===== src/hw/rtl/cau_pkg.sv =====
`default_nettype none

package cau_pkg;

   // Width of every operand and result field on the ports.
   localparam int FIELD_W        = 32;
   localparam int TYPE_W         = 3;
   localparam int DATA_WIDTH_DEF = 32;
   localparam int FRAC_BITS_DEF  = 16;

   typedef enum logic [TYPE_W-1:0] {
      OP_ADD = 3'd0,
      OP_SUB = 3'd1,
      OP_MUL = 3'd2,
      OP_DIV = 3'd3,
      OP_NEG = 3'd4,
      OP_MAG = 3'd5,
      OP_INV = 3'd6
   } op_type;

   // Per-item control bits that travel with the data down the divider chain.
   typedef struct packed {
      logic valid;
      logic div;
      logic dz;
      logic ovf;
      logic neg_re;
      logic neg_im;
      logic ovq_re;
      logic ovq_im;
   } ctl_type;

endpackage

`default_nettype wire


===== src/hw/rtl/cau_cell.sv =====
`default_nettype none

module cau_cell
   import cau_pkg::*;
#(
   parameter int OPW = DATA_WIDTH_DEF
) (
   input  logic                  clock,
   input  logic                  reset,
   input  ctl_type               ctl_i,
   input  logic [2*OPW-1:0]      den_i,
   input  logic [2*OPW-1:0]      rem_re_i,
   input  logic [2*OPW-1:0]      rem_im_i,
   input  logic [OPW:0]          xq_re_i,
   input  logic [OPW:0]          xq_im_i,
   input  logic signed [OPW-1:0] res_re_i,
   input  logic signed [OPW-1:0] res_im_i,
   output ctl_type               ctl_o,
   output logic [2*OPW-1:0]      den_o,
   output logic [2*OPW-1:0]      rem_re_o,
   output logic [2*OPW-1:0]      rem_im_o,
   output logic [OPW:0]          xq_re_o,
   output logic [OPW:0]          xq_im_o,
   output logic signed [OPW-1:0] res_re_o,
   output logic signed [OPW-1:0] res_im_o
);

   localparam int MW = 2 * OPW;
   localparam int QB = OPW + 1;

   // One restoring step for each part: bring down the next dividend bit, subtract if it fits,
   // and shift the quotient bit in where the dividend bit left.
   logic [MW:0]   trial_re, trial_im, den_x;
   logic          ge_re, ge_im;
   logic [MW-1:0] rem_re_in, rem_im_in;
   logic [QB-1:0] xq_re_in, xq_im_in;

   assign den_x     = {1'b0, den_i};
   assign trial_re  = {rem_re_i, xq_re_i[QB-1]};
   assign trial_im  = {rem_im_i, xq_im_i[QB-1]};
   assign ge_re     = trial_re >= den_x;
   assign ge_im     = trial_im >= den_x;
   assign rem_re_in = ge_re ? MW'(trial_re - den_x) : MW'(trial_re);
   assign rem_im_in = ge_im ? MW'(trial_im - den_x) : MW'(trial_im);
   assign xq_re_in  = {xq_re_i[QB-2:0], ge_re};
   assign xq_im_in  = {xq_im_i[QB-2:0], ge_im};

   ctl_type               ctl_ff;
   logic [MW-1:0]         den_ff, rem_re_ff, rem_im_ff;
   logic [QB-1:0]         xq_re_ff, xq_im_ff;
   logic signed [OPW-1:0] res_re_ff, res_im_ff;

   always_ff @(posedge clock) begin
      if (reset) begin
         ctl_ff.valid <= 1'b0;
      end else begin
         ctl_ff <= ctl_i;
      end
      den_ff    <= den_i;
      rem_re_ff <= rem_re_in;
      rem_im_ff <= rem_im_in;
      xq_re_ff  <= xq_re_in;
      xq_im_ff  <= xq_im_in;
      res_re_ff <= res_re_i;
      res_im_ff <= res_im_i;
   end

   assign ctl_o    = ctl_ff;
   assign den_o    = den_ff;
   assign rem_re_o = rem_re_ff;
   assign rem_im_o = rem_im_ff;
   assign xq_re_o  = xq_re_ff;
   assign xq_im_o  = xq_im_ff;
   assign res_re_o = res_re_ff;
   assign res_im_o = res_im_ff;

endmodule

`default_nettype wire


===== config.mk =====
export PLATFORM = sky130hd
export DESIGN_NAME = cau_cell
export DESIGN_NICKNAME = d
export VERILOG_FILES = /design/src/hw/rtl/cau_pkg.sv /design/src/hw/rtl/cau_cell.sv
export SDC_FILE = /design/constraint.sdc
export NUM_CORES = 1
export LEC_CHECK = 0
export ABC_AREA = 1
export BUFFER_PORTS_ARGS = -buffer_cell sky130_fd_sc_hd__buf_2
export CORE_AREA = 2 2 257 259
export CTS_CLUSTER_DIAMETER = 60
export CTS_CLUSTER_SIZE = 14
export DETAILED_ROUTE_END_ITERATION = 16
export DIE_AREA = 0 0 259 261
export GPL_ROUTABILITY_DRIVEN = 0
export GPL_TIMING_DRIVEN = 0
export PLACE_DENSITY_LB_ADDON = 0.25
export SETUP_SLACK_MARGIN = 0.1
export SYNTH_ARGS = -nofsm -noshare
export SYNTH_HDL_FRONTEND = slang
export SYNTH_SLANG_ARGS = --single-unit

===== constraint.sdc =====
create_clock -name clock -period 3.05 [get_ports clock]
set_input_delay 0.915 -clock clock [delete_from_list [all_inputs] [get_ports clock]]
set_output_delay 0.915 -clock clock [all_outputs]
set_load 0.02 [all_outputs]

==> impl_results.md <==
- Kind of cell adding the most delay to the critical path: simple AND/OR/NAND/NOR gates
- Die H: 261 µm
- Grt peak-use layer: met2
- CTS Buffer Depth: 3
- Starting density of the core: 0.320
- Critical path fanouts, max: 10
- Worst endpoint required time: 3.54 ns
- Iter 0 DRT Violations: 1986
- Post-route minimum period: 2.91 ns
- All-Layer GR Usage: 0.282
- Clock sink total: 330
- P_leak: 16.0 nW
- Worst slew pin tran: between 0.5 and 0.6 ns
- Setup CP Type: input pin to flop
- CP Capture Type: flop
- Largest net degree at the start of global routing: 16
- Die ar.: between 60000 and 70000 µm²
- Crit. Startpoint: den_i[63]
- Post-Syn Area: approximately 21000 µm²
- IO Port Bufs: between 600 and 700
- Synth Instances: 3406
- Final-report setup violation count: 0
- Via count: 22947
- Drt drc: 0
- Post-DP HPWL: 87.5 mm
- Met3 usage: 0.0694
- # fillers: 7012
- Dpl cell area: 25200 µm²
- Crit-path max cell delay: 0.38 ns
- Routed Antenna Nets: 0
- Max_cap viols: 0
- Fin. max-slew vios: 0
- Critical path depth: 15
- CP Cell Sequence: buf_2 > inv_1 > ha_1 > inv_1 > nor2_1 > nand2_1 > nor2_2 > nand2_1 > nor3_4 > nand2_8 > nand2_4 > buf_12 > buf_12 > nand2_1 > nand2_2
- Initial antenna violation count: 23
- Share of layout cells above drive strength 1: 0.239
- PnR worst setup slack: 0.143 ns
- Drt wl/cell: 20.0 µm
- Top Ports: 662
- Data arrival, critical path: 3.39 ns
- RSZ-0062 raised after global routing: yes
- CTS Hold Buffers Added: 0
- Crit path capture: rem_re_o[30]$_DFF_P_
- Critical path's most frequent cell: nand2_1
- First drt pass iteration count: 6
- Root Driver: clkbuf_16
- CP bufs+invs: 5
- Post-synthesis area per instance: 6.12 µm²
- CP max-delay cell: ha_1
- Hold Crit Class: input pin to flop
- Pre-CTS setup slack: -0.868 ns
- Pwr Density: 512 nW/µm²
- Synth cell types: 37
- WL final: 100 mm
- P&R area growth vs syn: 31.1%
- Syn Nets: slightly below 4000
- Critical Path Source Type: input pin
- Post-route cell area: roughly 27000 µm²
- Crit share post-route: 0.953
- Max Clk Rate: between 0.3 and 0.4 GHz
- Fin. Hold Viols: 0
- CTS tree: done
- Hold slack: 0.446 ns
- M2 GR Usage: 0.435
- VDD IR max: 0.377 mV
- GRT overflow: 0
- Area of the core: approximately 65000 µm²
- Commonest non-fill, non-tap cells in the layout: nand2_1 (1337), inv_1 (686), buf_2 (664), dfxtp_1 (323), nand3_1 (277)
- DR vias/cell: 4.59
- Cts bufs inserted: 35
- H-Tree Depth: 2
- Global-route wire length before repair: 137 mm
- Most common cell after layout, fill and taps aside: nand2_1
- Sequential area share after synthesis: 0.320
- Slew margin rel.: 0.600
- Yosys reg bits: 330
- Clock transition at path regs: 0.07 ns
- Post-route core utilization: 0.420
- # nets final: about 4600
- Die W: 259 µm
- Synth Warn #: 0
- Tot Pwr: between 10 and 15 mW
- Row count: 94
- Vias in the first global route: 20852
- Routing usage on met1: 0.374
- Status: finished clean
## layer usage
layer	vias to the layer above	wire, µm
li1	11631	-
met3	145	10200
met4	8	4660
met2	1115	42400
met5	-	48
met1	10048	42900
## report_power, final
group | internal (mW) | switching, mW
Clock | 2.34 | 1.90
Combinational | 1.53 | 3.24
Sequential | 4.82 | 0.159
Total | 8.69 | 5.30
## cell families after synthesis
kind of cell               synth area share
adders and majority gates            0.0788
AOI/OAI and AO/OA                    0.0282
and+or+nand+nor                       0.402
xor gates and xnor gates             0.0261
buffers and inverters                 0.144
DFF                                   0.320
## registers in the layout, indices dropped and copies added, names as in the netlist
register	flops
ctl_o	8
rem_im_o	64
res_im_o	32
den_o	64
rem_re_o	64
xq_im_o	33
res_re_o	32
xq_re_o	33
## stage by stage
stage	cells	TNS (ns)
after floorplan	3406	0
after global placement	4931	-85.97
after detailed placement	4931	-84.06
after CTS	4990	0
after global routing	5000	0
final	5002	0
## worst min path at each step
stage | startpoint | to | slack (ns) | depth (start not counted)
6_report | res_im_i[16] | res_im_o[16]$_DFF_P_ | 0.45 | 1
3_5_place_dp | res_re_i[7] | res_re_o[7]$_DFF_P_ | 1.02 | 1
2_1_floorplan | den_i[0] | den_o[0]$_DFF_P_ | 0.94 | 0
3_3_place_gp | res_re_i[5] | res_re_o[5]$_DFF_P_ | 1.02 | 1
5_1_grt | res_im_i[16] | res_im_o[16]$_DFF_P_ | 0.42 | 1
4_1_cts | xq_im_i[3] | xq_im_o[4]$_DFF_P_ | 0.41 | 1
## final cells by class
class	count	area (µm²)	share of cell area
clock inverter	14	166	0.00609
tap	864	1080	0.0396
inverter	734	2770	0.101
clock buffer	40	946	0.0346
timing repair buffer	673	3470	0.127
sequential	330	6680	0.244
antenna	4	10.0	0.000367
multi-input combinational	2304	11900	0.434
buffer	39	327	0.0120
## synthesized netlist by cell type, drive strengths merged
cell type / n / share of area
xnor2: 2 / 0.00084
a21o: 2 / 0.00072
buf: 23 / 0.0092
nand3: 289 / 0.070
nand2: 1397 / 0.26
a21boi: 2 / 0.00072
o21ai: 14 / 0.0034
nand3b: 32 / 0.012
clkbuf: 16 / 0.0029
ha: 128 / 0.077
inv: 730 / 0.13
or2: 3 / 0.00090
a21oi: 90 / 0.022
nor4: 10 / 0.0030
dfxtp: 323 / 0.31
fa: 2 / 0.0019
nand4: 14 / 0.0042
edfxtp: 7 / 0.010
and3: 6 / 0.0018
nor2: 223 / 0.046
o21bai: 4 / 0.0014
clkinv: 4 / 0.00072
xor2: 60 / 0.025
and2: 1 / 0.00030
nor3: 24 / 0.0065
## timing repair
item / in CTS / in global routing
buffers inserted: 5 / 7
endpoints found under the hold margin: 0 / 0
resized for setup: 39 / 137
gates cloned: 0 / 1
pin swaps: 3 / 10
endpoints found under the setup margin: 126 / 116
Note: power is estimated with default switching activity, not from simulation.
